**config.mk**
```make
export PLATFORM = sky130hd
export DESIGN_NAME = cave_automaton_smoothing_flat
export DESIGN_NICKNAME = d
export VERILOG_FILES = /design/src/rtl/cas_pkg.sv /design/src/rtl/cas_stream_if.sv /design/src/rtl/cas_lane.sv /design/src/rtl/cas_row_smoother.sv /design/src/rtl/cas_result_fifo.sv /design/src/rtl/cave_automaton_smoothing.sv /design/src/flat_wrapper.sv
export SDC_FILE = /design/constraint.sdc
export NUM_CORES = 2
export LEC_CHECK = 0
export BUFFER_PORTS_ARGS = -buffer_cell sky130_fd_sc_hd__buf_4
export CORE_AREA = 2 2 267 321
export DETAILED_ROUTE_END_ITERATION = 8
export DIE_AREA = 0 0 269 323
export PLACE_DENSITY = 0.77
export SETUP_SLACK_MARGIN = 0.5
export SLEW_MARGIN = 20
export SYNTH_ARGS = -nofsm -noshare
export SYNTH_HDL_FRONTEND = slang
export SYNTH_HIERARCHICAL = 1
export SYNTH_SLANG_ARGS = --single-unit
```
**constraint.sdc**
```tcl
create_clock -name clk_i -period 7.7 [get_ports clk_i]
set_clock_uncertainty 0.15 [all_clocks]
set_input_delay 1.155 -clock clk_i [delete_from_list [all_inputs] [get_ports clk_i]]
set_output_delay 1.155 -clock clk_i [all_outputs]
set_load 0.01 [all_outputs]
```
**src/rtl/cas_pkg.sv**
```systemverilog
// ----------------------------------------------------------------------------
// cas_pkg: shared types and constants for the cave smoothing block
// Field widths, register map, reset values and the result queue entry type.
// ----------------------------------------------------------------------------
`default_nettype none

package cas_pkg;

  // Fixed field widths
  localparam int CAS_CELLS_W  = 64;
  localparam int CAS_LIMIT_W  = 4;
  localparam int CAS_WIDTH_W  = 7;
  localparam int CAS_COUNT_W  = 4;

  // Default row length (cells per row the hardware holds)
  localparam int CAS_MAX_ROW_CELLS = 64;

  // Result queue depth
  localparam int CAS_FIFO_DEPTH = 4;
  localparam int CAS_FIFO_PTR_W = $clog2(CAS_FIFO_DEPTH);
  localparam int CAS_FIFO_CNT_W = $clog2(CAS_FIFO_DEPTH + 1);

  // APB register map
  localparam int CAS_APB_ADDR_W = 4;
  localparam int CAS_APB_DATA_W = 32;
  localparam int CAS_REG_IDX_W  = CAS_APB_ADDR_W - 2;

  localparam logic [CAS_REG_IDX_W-1:0] REG_DEATH_LIMIT = 2'd0;
  localparam logic [CAS_REG_IDX_W-1:0] REG_BIRTH_LIMIT = 2'd1;
  localparam logic [CAS_REG_IDX_W-1:0] REG_ROW_WIDTH   = 2'd2;

  // Register reset values
  localparam logic [CAS_LIMIT_W-1:0] DEATH_LIMIT_RST = 4'd4;
  localparam logic [CAS_LIMIT_W-1:0] BIRTH_LIMIT_RST = 4'd4;
  localparam logic [CAS_WIDTH_W-1:0] ROW_WIDTH_RST   = 7'd64;

  typedef logic [CAS_CELLS_W-1:0] cells_t;

  // Rule settings handed to the row smoother
  typedef struct packed {
    logic [CAS_LIMIT_W-1:0] death_thresh;
    logic [CAS_LIMIT_W-1:0] birth_thresh;
    logic [CAS_WIDTH_W-1:0] row_width;
  } cfg_t;

  // One result row as it sits in the queue
  typedef struct packed {
    cells_t out_cells;
    logic   frame_end;
  } result_t;

  // Push control into the result queue: second entry only with the first
  typedef struct packed {
    logic push_first;
    logic push_second;
  } push_t;

  // Frame position, one-hot
  typedef enum logic [2:0] {
    ROWS_NONE = 3'b001,
    ROWS_ONE  = 3'b010,
    ROWS_TWO  = 3'b100
  } rows_seen_e;

endpackage

`default_nettype wire

```
**src/rtl/cas_stream_if.sv**
```systemverilog
// ----------------------------------------------------------------------------
// cas_stream_if: valid/ready channels of the cave smoothing block
// Input channel carries one grid row; output channel one result row.
// ----------------------------------------------------------------------------
`default_nettype none

interface cas_row_in_if;
  logic            valid;
  logic            ready;
  cas_pkg::cells_t row_cells;
  logic            last_row;

  modport source (output valid, output row_cells, output last_row, input ready);
  modport sink   (input valid, input row_cells, input last_row, output ready);
endinterface

interface cas_row_out_if;
  logic            valid;
  logic            ready;
  cas_pkg::cells_t out_cells;
  logic            frame_end;

  modport source (output valid, output out_cells, output frame_end, input ready);
  modport sink   (input valid, input out_cells, input frame_end, output ready);
endinterface

`default_nettype wire

```
**src/rtl/cas_lane.sv**
```systemverilog
// ----------------------------------------------------------------------------
// cas_lane: one interior cell of the smoothing rule
// Count alive neighbours in the 3x3 window and apply death/birth limits.
// ----------------------------------------------------------------------------
`default_nettype none

module cas_lane (
  input  wire logic [2:0]                      above_i,
  input  wire logic [2:0]                      here_i,
  input  wire logic [2:0]                      below_i,
  input  wire logic                            interior_i,
  input  wire logic [cas_pkg::CAS_LIMIT_W-1:0] death_thresh_i,
  input  wire logic [cas_pkg::CAS_LIMIT_W-1:0] birth_thresh_i,
  output logic                                 cell_o
);

  logic [cas_pkg::CAS_COUNT_W-1:0] count;

  assign count = cas_pkg::CAS_COUNT_W'(above_i[0]) + cas_pkg::CAS_COUNT_W'(above_i[1])
               + cas_pkg::CAS_COUNT_W'(above_i[2]) + cas_pkg::CAS_COUNT_W'(here_i[0])
               + cas_pkg::CAS_COUNT_W'(here_i[2])  + cas_pkg::CAS_COUNT_W'(below_i[0])
               + cas_pkg::CAS_COUNT_W'(below_i[1]) + cas_pkg::CAS_COUNT_W'(below_i[2]);

  always_comb begin
    cell_o = here_i[1];
    if (interior_i) begin
      if (here_i[1] && (count < death_thresh_i)) begin
        cell_o = 1'b0;
      end else if (count > birth_thresh_i) begin
        cell_o = 1'b1;
      end
    end
  end

endmodule

`default_nettype wire

```
**src/rtl/cas_row_smoother.sv**
```systemverilog
// ----------------------------------------------------------------------------
// cas_row_smoother: all lanes of one row plus the merging stage
// Mask rows to the width in use, run one lane per interior column and
// merge lane outputs with the pass-through border columns.
// ----------------------------------------------------------------------------
`default_nettype none

module cas_row_smoother #(
  parameter int MAX_ROW_CELLS = cas_pkg::CAS_MAX_ROW_CELLS
) (
  input  wire cas_pkg::cfg_t             cfg_i,
  input  wire logic [MAX_ROW_CELLS-1:0] above_i,
  input  wire logic [MAX_ROW_CELLS-1:0] here_i,
  input  wire logic [MAX_ROW_CELLS-1:0] below_i,
  output logic      [MAX_ROW_CELLS-1:0] below_masked_o,
  output logic      [MAX_ROW_CELLS-1:0] smoothed_o
);

  localparam logic [cas_pkg::CAS_WIDTH_W-1:0] MaxWidth =
    cas_pkg::CAS_WIDTH_W'(MAX_ROW_CELLS);

  logic [cas_pkg::CAS_WIDTH_W-1:0] width_eff;
  logic [MAX_ROW_CELLS-1:0]        mask;
  logic [MAX_ROW_CELLS-1:0]        above_m;
  logic [MAX_ROW_CELLS-1:0]        here_m;
  logic [MAX_ROW_CELLS-1:0]        below_m;
  logic [MAX_ROW_CELLS-1:0]        merged;

  assign width_eff = (cfg_i.row_width > MaxWidth) ? MaxWidth : cfg_i.row_width;

  for (genvar x = 0; x < MAX_ROW_CELLS; x++) begin : g_mask
    assign mask[x] = (cas_pkg::CAS_WIDTH_W'(x) < width_eff);
  end

  assign above_m = above_i & mask;
  assign here_m  = here_i & mask;
  assign below_m = below_i & mask;

  for (genvar x = 0; x < MAX_ROW_CELLS; x++) begin : g_lane
    if (x == 0 || x == MAX_ROW_CELLS - 1) begin : g_edge
      // outer columns can never be interior
      assign merged[x] = here_m[x];
    end else begin : g_core
      logic interior;
      assign interior = (cas_pkg::CAS_WIDTH_W'(x) + cas_pkg::CAS_WIDTH_W'(1)) < width_eff;

      cas_lane u_lane (
        .above_i        (above_m[x+1:x-1]),
        .here_i         (here_m[x+1:x-1]),
        .below_i        (below_m[x+1:x-1]),
        .interior_i     (interior),
        .death_thresh_i (cfg_i.death_thresh),
        .birth_thresh_i (cfg_i.birth_thresh),
        .cell_o         (merged[x])
      );
    end
  end

  assign smoothed_o     = merged & mask;
  assign below_masked_o = below_m;

endmodule

`default_nettype wire

```
**src/rtl/cas_result_fifo.sv**
```systemverilog
// ----------------------------------------------------------------------------
// cas_result_fifo: small result queue, two pushes and one pop per cycle
// Registered head drives the output channel directly.
// ----------------------------------------------------------------------------
`default_nettype none

module cas_result_fifo (
  input  wire logic             clk_i,
  input  wire logic             rst_ni,
  input  wire cas_pkg::push_t   push_i,
  input  wire cas_pkg::result_t first_i,
  input  wire cas_pkg::result_t second_i,
  output logic                  room_for_two_o,
  output logic                  valid_o,
  output cas_pkg::result_t      head_o,
  input  wire logic             pop_i
);

  localparam int PtrW = cas_pkg::CAS_FIFO_PTR_W;
  localparam int CntW = cas_pkg::CAS_FIFO_CNT_W;

  cas_pkg::result_t mem_q [cas_pkg::CAS_FIFO_DEPTH];
  logic [PtrW-1:0]  wr_ptr_q, wr_ptr_d;
  logic [PtrW-1:0]  rd_ptr_q, rd_ptr_d;
  logic [CntW-1:0]  count_q, count_d;
  logic [CntW-1:0]  push_cnt;
  logic             pop;

  assign pop      = pop_i && (count_q != '0);
  assign push_cnt = CntW'(push_i.push_first) + CntW'(push_i.push_second);

  assign wr_ptr_d = wr_ptr_q + PtrW'(push_cnt);
  assign rd_ptr_d = rd_ptr_q + PtrW'(pop);
  assign count_d  = count_q + push_cnt - CntW'(pop);

  assign room_for_two_o = (count_q <= CntW'(cas_pkg::CAS_FIFO_DEPTH - 2));
  assign valid_o        = (count_q != '0);
  assign head_o         = mem_q[rd_ptr_q];

  always_ff @(posedge clk_i or negedge rst_ni) begin
    if (!rst_ni) begin
      wr_ptr_q <= '0;
      rd_ptr_q <= '0;
      count_q  <= '0;
    end else begin
      wr_ptr_q <= wr_ptr_d;
      rd_ptr_q <= rd_ptr_d;
      count_q  <= count_d;
    end
  end

  always_ff @(posedge clk_i) begin
    if (push_i.push_first) begin
      mem_q[wr_ptr_q] <= first_i;
    end
    if (push_i.push_second) begin
      mem_q[wr_ptr_q + PtrW'(1)] <= second_i;
    end
  end

endmodule

`default_nettype wire

```
**src/rtl/cave_automaton_smoothing.sv**
```systemverilog
// ----------------------------------------------------------------------------
// cave_automaton_smoothing: one generation of cave-smoothing automaton
// Row-streamed smoothing with a two-row window, lane per column, APB setup.
// ----------------------------------------------------------------------------
// The block takes one grid row per transfer on rows_i and returns next-
// generation rows on results_o. A new row is accepted every clock cycle: all
// cells of a row are updated at once by one lane per column. Results go into a
// four-entry queue whose head is the output register; the input is held off
// only while fewer than two queue entries are free, which happens only when
// results_o is back-pressured. Row 0 of a frame comes out unchanged, row 1
// produces nothing (unless it ends the frame), each later row releases the
// smoothed row above it, and the last row also releases itself with frame_end
// set. The three rule registers (death threshold at 0x0, birth threshold at
// 0x4, row_width at 0x8) are to be written only while idle.
`default_nettype none

module cave_automaton_smoothing #(
  parameter int MAX_ROW_CELLS = cas_pkg::CAS_MAX_ROW_CELLS
) (
  input  wire logic                                clk_i,
  input  wire logic                                rst_ni,
  cas_row_in_if.sink                               rows_i,
  cas_row_out_if.source                            results_o,
  input  wire logic                                psel,
  input  wire logic                                penable,
  input  wire logic                                pwrite,
  input  wire logic [cas_pkg::CAS_APB_ADDR_W-1:0] paddr,
  input  wire logic [cas_pkg::CAS_APB_DATA_W-1:0] pwdata,
  output logic      [cas_pkg::CAS_APB_DATA_W-1:0] prdata,
  output logic                                     pready
);

  localparam int IdxW = cas_pkg::CAS_REG_IDX_W;

  // --------------------------------------------------------------------------
  // Configuration registers
  // --------------------------------------------------------------------------
  cas_pkg::cfg_t   cfg_q;
  logic [IdxW-1:0] reg_idx;
  logic            cfg_write;

  assign pready    = 1'b1;
  assign reg_idx   = paddr[cas_pkg::CAS_APB_ADDR_W-1:2];
  assign cfg_write = psel && penable && pwrite;

  always_ff @(posedge clk_i or negedge rst_ni) begin
    if (!rst_ni) begin
      cfg_q.death_thresh <= cas_pkg::DEATH_LIMIT_RST;
      cfg_q.birth_thresh <= cas_pkg::BIRTH_LIMIT_RST;
      cfg_q.row_width    <= cas_pkg::ROW_WIDTH_RST;
    end else if (cfg_write) begin
      case (reg_idx)
        cas_pkg::REG_DEATH_LIMIT: cfg_q.death_thresh <= pwdata[cas_pkg::CAS_LIMIT_W-1:0];
        cas_pkg::REG_BIRTH_LIMIT: cfg_q.birth_thresh <= pwdata[cas_pkg::CAS_LIMIT_W-1:0];
        cas_pkg::REG_ROW_WIDTH:   cfg_q.row_width    <= pwdata[cas_pkg::CAS_WIDTH_W-1:0];
        default: ;
      endcase
    end
  end

  always_comb begin
    case (reg_idx)
      cas_pkg::REG_DEATH_LIMIT: prdata = cas_pkg::CAS_APB_DATA_W'(cfg_q.death_thresh);
      cas_pkg::REG_BIRTH_LIMIT: prdata = cas_pkg::CAS_APB_DATA_W'(cfg_q.birth_thresh);
      cas_pkg::REG_ROW_WIDTH:   prdata = cas_pkg::CAS_APB_DATA_W'(cfg_q.row_width);
      default:                  prdata = '0;
    endcase
  end

  // --------------------------------------------------------------------------
  // Row window: the two rows before the incoming one
  // --------------------------------------------------------------------------
  logic [MAX_ROW_CELLS-1:0] older_q;
  logic [MAX_ROW_CELLS-1:0] middle_q;
  cas_pkg::rows_seen_e      rows_seen_q, rows_seen_d;

  logic                     accept;
  logic                     last;
  logic                     room_for_two;
  logic [MAX_ROW_CELLS-1:0] row_masked;
  logic [MAX_ROW_CELLS-1:0] smoothed;

  assign rows_i.ready = room_for_two;
  assign accept       = rows_i.valid && room_for_two;
  assign last         = rows_i.last_row;

  cas_row_smoother #(
    .MAX_ROW_CELLS (MAX_ROW_CELLS)
  ) u_smoother (
    .cfg_i          (cfg_q),
    .above_i        (older_q),
    .here_i         (middle_q),
    .below_i        (rows_i.row_cells[MAX_ROW_CELLS-1:0]),
    .below_masked_o (row_masked),
    .smoothed_o     (smoothed)
  );

  // --------------------------------------------------------------------------
  // Result selection per frame position
  // --------------------------------------------------------------------------
  cas_pkg::push_t   push;
  cas_pkg::result_t first_res;
  cas_pkg::result_t second_res;

  // second result is always the last row passing through
  assign second_res.out_cells = cas_pkg::cells_t'(row_masked);
  assign second_res.frame_end = 1'b1;

  always_comb begin
    push.push_first      = 1'b0;
    push.push_second     = 1'b0;
    first_res.out_cells  = cas_pkg::cells_t'(row_masked);
    first_res.frame_end  = last;
    rows_seen_d          = rows_seen_q;
    case (rows_seen_q)
      cas_pkg::ROWS_NONE: begin
        // top border row: emit at once
        push.push_first = accept;
        rows_seen_d     = cas_pkg::ROWS_ONE;
      end
      cas_pkg::ROWS_ONE: begin
        // hold unless this row closes a two-row frame
        push.push_first = accept && last;
        rows_seen_d     = cas_pkg::ROWS_TWO;
      end
      cas_pkg::ROWS_TWO: begin
        // release the smoothed middle row, then the bottom row if last
        push.push_first     = accept;
        push.push_second    = accept && last;
        first_res.out_cells = cas_pkg::cells_t'(smoothed);
        first_res.frame_end = 1'b0;
      end
      default: begin
        rows_seen_d = cas_pkg::ROWS_NONE;
      end
    endcase
    if (last) begin
      rows_seen_d = cas_pkg::ROWS_NONE;
    end
  end

  always_ff @(posedge clk_i or negedge rst_ni) begin
    if (!rst_ni) begin
      older_q     <= '0;
      middle_q    <= '0;
      rows_seen_q <= cas_pkg::ROWS_NONE;
    end else if (accept) begin
      rows_seen_q <= rows_seen_d;
      if (last) begin
        // frame done: drop the window
        older_q  <= '0;
        middle_q <= '0;
      end else begin
        // advance the window by one row
        older_q  <= middle_q;
        middle_q <= row_masked;
      end
    end
  end

  // --------------------------------------------------------------------------
  // Result queue and output channel
  // --------------------------------------------------------------------------
  cas_pkg::result_t head;

  cas_result_fifo u_fifo (
    .clk_i          (clk_i),
    .rst_ni         (rst_ni),
    .push_i         (push),
    .first_i        (first_res),
    .second_i       (second_res),
    .room_for_two_o (room_for_two),
    .valid_o        (results_o.valid),
    .head_o         (head),
    .pop_i          (results_o.ready)
  );

  assign results_o.out_cells = head.out_cells;
  assign results_o.frame_end = head.frame_end;

endmodule

`default_nettype wire
```
**src/flat_wrapper.sv**
```systemverilog
// flat-port wrapper written by rule: the top's interface ports become plain ports
module cave_automaton_smoothing_flat 
#(
  parameter int MAX_ROW_CELLS = cas_pkg::CAS_MAX_ROW_CELLS
)
  (clk_i, rst_ni, psel, penable, pwrite, paddr, pwdata, prdata, pready, rows_i_valid, rows_i_row_cells, rows_i_last_row, rows_i_ready, results_o_valid, results_o_out_cells, results_o_frame_end, results_o_ready);
  cas_row_in_if rows_i_i ();
  cas_row_out_if results_o_i ();
  input  wire logic clk_i;
  input  wire logic rst_ni;
  input  wire logic psel;
  input  wire logic penable;
  input  wire logic pwrite;
  input  wire logic [cas_pkg::CAS_APB_ADDR_W-1:0] paddr;
  input  wire logic [cas_pkg::CAS_APB_DATA_W-1:0] pwdata;
  output logic      [cas_pkg::CAS_APB_DATA_W-1:0] prdata;
  output logic pready;
  input wire logic [$bits(rows_i_i.valid)-1:0] rows_i_valid;
  input wire logic [$bits(rows_i_i.row_cells)-1:0] rows_i_row_cells;
  input wire logic [$bits(rows_i_i.last_row)-1:0] rows_i_last_row;
  output wire logic [$bits(rows_i_i.ready)-1:0] rows_i_ready;
  output wire logic [$bits(results_o_i.valid)-1:0] results_o_valid;
  output wire logic [$bits(results_o_i.out_cells)-1:0] results_o_out_cells;
  output wire logic [$bits(results_o_i.frame_end)-1:0] results_o_frame_end;
  input wire logic [$bits(results_o_i.ready)-1:0] results_o_ready;
  assign rows_i_i.valid = rows_i_valid;
  assign rows_i_i.row_cells = rows_i_row_cells;
  assign rows_i_i.last_row = rows_i_last_row;
  assign rows_i_ready = rows_i_i.ready;
  assign results_o_valid = results_o_i.valid;
  assign results_o_out_cells = results_o_i.out_cells;
  assign results_o_frame_end = results_o_i.frame_end;
  assign results_o_i.ready = results_o_ready;
  cave_automaton_smoothing #(.MAX_ROW_CELLS(MAX_ROW_CELLS)) u_core (.clk_i(clk_i), .rst_ni(rst_ni), .rows_i(rows_i_i), .results_o(results_o_i), .psel(psel), .penable(penable), .pwrite(pwrite), .paddr(paddr), .pwdata(pwdata), .prdata(prdata), .pready(pready));
endmodule
```
==> metrics <==
FF+latch count, synth 413; die width 269 um; layout cells sized above 1 0.115; Primary FF master, synth edfxtp_1; synth-to-layout area growth 8.55%; Crit Path Class reg -> reg; Crit path arrival time 7200 ps; grt ovf 0; vias 34.5k; antenna violations before repair 2; Rel. slew slack 0.206; Netlist cell types 63; row count 117; Slowest Stage Delay on Critical Path 680 ps; first-pass detailed-route iteration total 6; Max Fclk 143 MHz; Comb pwr share 0.684; setup violators final 0; wire per inst 20.0 um; VDD IR max 222 uV; worst path cell trace nor2_2 > inv_2 > a21oi_1 > nor2b_1 > inv_1 > fa_1 > fa_1 > fa_1 > inv_1 > ha_1 > fa_1 > xor2_1 > ha_1 > o211ai_2 > a21oi_1 > a2111o_1 > a32o_1 > and2_1 > mux2_2 > mux2_1; Worst Setup Start Kind flop; commonest cells after routing, fill and taps aside inv_1 (1276), ha_1 (626), a21oi_1 (267), edfxtp_1 (260), fa_1 (249); htree depth 2; Sw Share 0.469; Pint 9.79 mW; Tmin final 7000 ps; pin count of the biggest net entering global routing 95; Static Leak 24.6 nW; gr usage total 0.283; post-synthesis cell count 4790; Worst-Skew Late Latency 620 ps; RSZ-0062 raised after global routing no; first-pass GRT wire length 191000 um; Seq/Total Area, Yosys 0.255; Crit path top cell by count fa_1; worst hold path type reg -> reg; Post-Route WL 122000 um; Buffers on Ports 154; post-route clock period utilization 0.909; number of flops mapped to enable cells by yosys 260; via count of the first global-routing pass 36.1k; CTS tree built; status completed; starting density of the core 0.543; Post-CTS Setup Bufs 0; NumNets Final 5909; family with the most delay on the worst path adder cells; Initial DRC Count 2455; Routed Antenna Nets 0; WP buf/inv 3; Required @ worst endpoint 7890 ps; P per Cell Area 371 nW/um2; maximum buffer depth of the clock tree 3; number of max-slew violations in the final report 0; CTS Buf Count 46; GP Congestion 0.900; Max FO, Critical Path 19; die area 86900 um2; Residual DRC 0; final core occ 0.589; Fin. Hold Viols 0; DP HPWL 84600 um; mapped cell area 45700 um2; YS warnings 6; share of power burned in registers 0.187; Synth async-reset ratio 0.370; Root Buffer clkbuf_16; Worst Setup End Kind flop; core area 84200 um2; CP max stage cell nor2_2; Die Ht 323 um; Clock Sinks 413; TNS Setup 0 ps; Mean Syn Cell Area 9.54 um2; Clk pwr share 0.129; Psw 8.63 mW; clock-pin transition on the worst setup and hold timing paths 60 ps; post-DR vias/cell 5.66; fill count 6862; max-cap violation count 0; io pins 208; ant diodes 0; Slew @ Worst Pin 1190 ps; most common cell after layout, fill and taps aside inv_1
[cell usage after synthesis, types with 45 or more instances]
| cell type | n | area (um2) |
|---|---|---|
| a2111o_1 | 62 | 698 |
| a21oi_1 | 268 | 1340 |
| a32o_1 | 62 | 621 |
| and2_1 | 135 | 845 |
| buf_4 | 45 | 338 |
| dfrtp_1 | 149 | 3730 |
| edfxtp_1 | 260 | 7810 |
| fa_1 | 249 | 4980 |
| ha_1 | 626 | 7830 |
| inv_1 | 1276 | 4790 |
| mux2_1 | 205 | 2310 |
| mux2_2 | 134 | 1510 |
| mux4_2 | 65 | 1460 |
| nand2_1 | 213 | 800 |
| nand2b_1 | 130 | 813 |
| nand4_1 | 62 | 388 |
| nor2_1 | 138 | 518 |
| nor2b_1 | 163 | 1020 |
| o211ai_2 | 62 | 776 |
| o21ai_0 | 210 | 1050 |
| xor2_1 | 65 | 569 |
[path summary, 6_finish.rpt]
check	to	slack [ps]	start	depth (start not counted)
max	u_core/u_fifo/mem_q[3][20]	700	u_core/cfg_q[5]	20
min in group asynchronous	u_core/cfg_q[0]	330	rst_ni	1
min reg2reg	u_core/older_q[5]	320	u_core/older_q[5]	2
min	u_core/older_q[5]	320	u_core/older_q[5]	2
max reg2reg	u_core/u_fifo/mem_q[3][20]	700	u_core/cfg_q[5]	20
max in group asynchronous	u_core/cfg_q[10]	5650	rst_ni	2
[power groups by stage]
stage,registers [mW],logic [mW],clock network [mW]
3_5_place_dp,3.48,12.4,0
5_1_grt,3.51,14.2,2.47
6_report,3.44,12.6,2.37
4_1_cts,3.44,12.5,2.40
3_3_place_gp,3.46,11.8,0
2_1_floorplan,3.25,9.21,0
[worst reg2reg max path: stages (launching register included)]
cell and delay (ps):
dfrtp_1 660, nor2_2 690, inv_2 370, a21oi_1 530, nor2b_1 220, inv_1 110, fa_1 430, fa_1 460
fa_1 490, inv_1 50, ha_1 200, fa_1 400, xor2_1 250, ha_1 310, o211ai_2 70, a21oi_1 70
a2111o_1 330, a32o_1 210, and2_1 140, mux2_2 300, mux2_1 310
[cell families (layout without fill, tap and decap cells)]
logic type,after synthesis,after routing,synth area share
buf+inv,1423,1569,0.125
simple gates,903,903,0.106
fa+ha+maj,875,875,0.280
compound gates,697,697,0.104
flops,413,413,0.255
mux,409,409,0.117
xor+xnor,68,68,0.0130
other cells,2,30,0.000164
[metal layers]
layer | routed length [um] | vias up | GRT usage
li1 | - | 16000 | -
met1 | 45900 | 16800 | 0.325
met2 | 60300 | 1241 | 0.499
met3 | 8000 | 407 | 0.0416
met4 | 7720 | 4 | 0.169
met5 | 30 | - | 0
[final cells by class]
cell class,instances,area (um2),area share
Inverter,1278,4800,0.0967
Timing Repair Buffer,205,1600,0.0323
Clock buffer,61,1290,0.0261
Tap cell,1130,1410,0.0285
Clock inverter,25,292,0.00588
Sequential cell,413,11700,0.235
Multi-Input combinational cell,2982,28600,0.576
[repair_timing]
action / CTS / global route
hold buffers: 0 / 0
pin swaps: 0 / 0
setup endpoints to repair: 5 / 11
gates resized for setup: 1 / 2
[sequential cells by signal (all words and copies together), names as in the netlist]
name / cells
u_core/u_fifo/rd_ptr_q: 2
u_core/cfg_q: 15
u_core/u_fifo/mem_q: 260
u_core/older_q: 64
u_core/u_fifo/count_q: 3
u_core/middle_q: 64
u_core/u_fifo/wr_ptr_q: 2
u_core/rows_seen_q: 3
[per-stage QoR]
stage | total power, mW | std cells | cell area, um2 | worst slack, ps | hold slack (ps)
2_1_floorplan | 12.5 | 4818 | 45800 | 1940 | 292
3_3_place_gp | 15.2 | 6006 | 48000 | 649 | 304
3_5_place_dp | 15.8 | 6006 | 48000 | 516 | 312
4_1_cts | 18.3 | 6092 | 49500 | 820 | 324
5_1_grt | 20.2 | 6094 | 49600 | 552 | 349
6_report | 18.4 | 6094 | 49600 | 697 | 321
(Power assumes the default switching activity.)
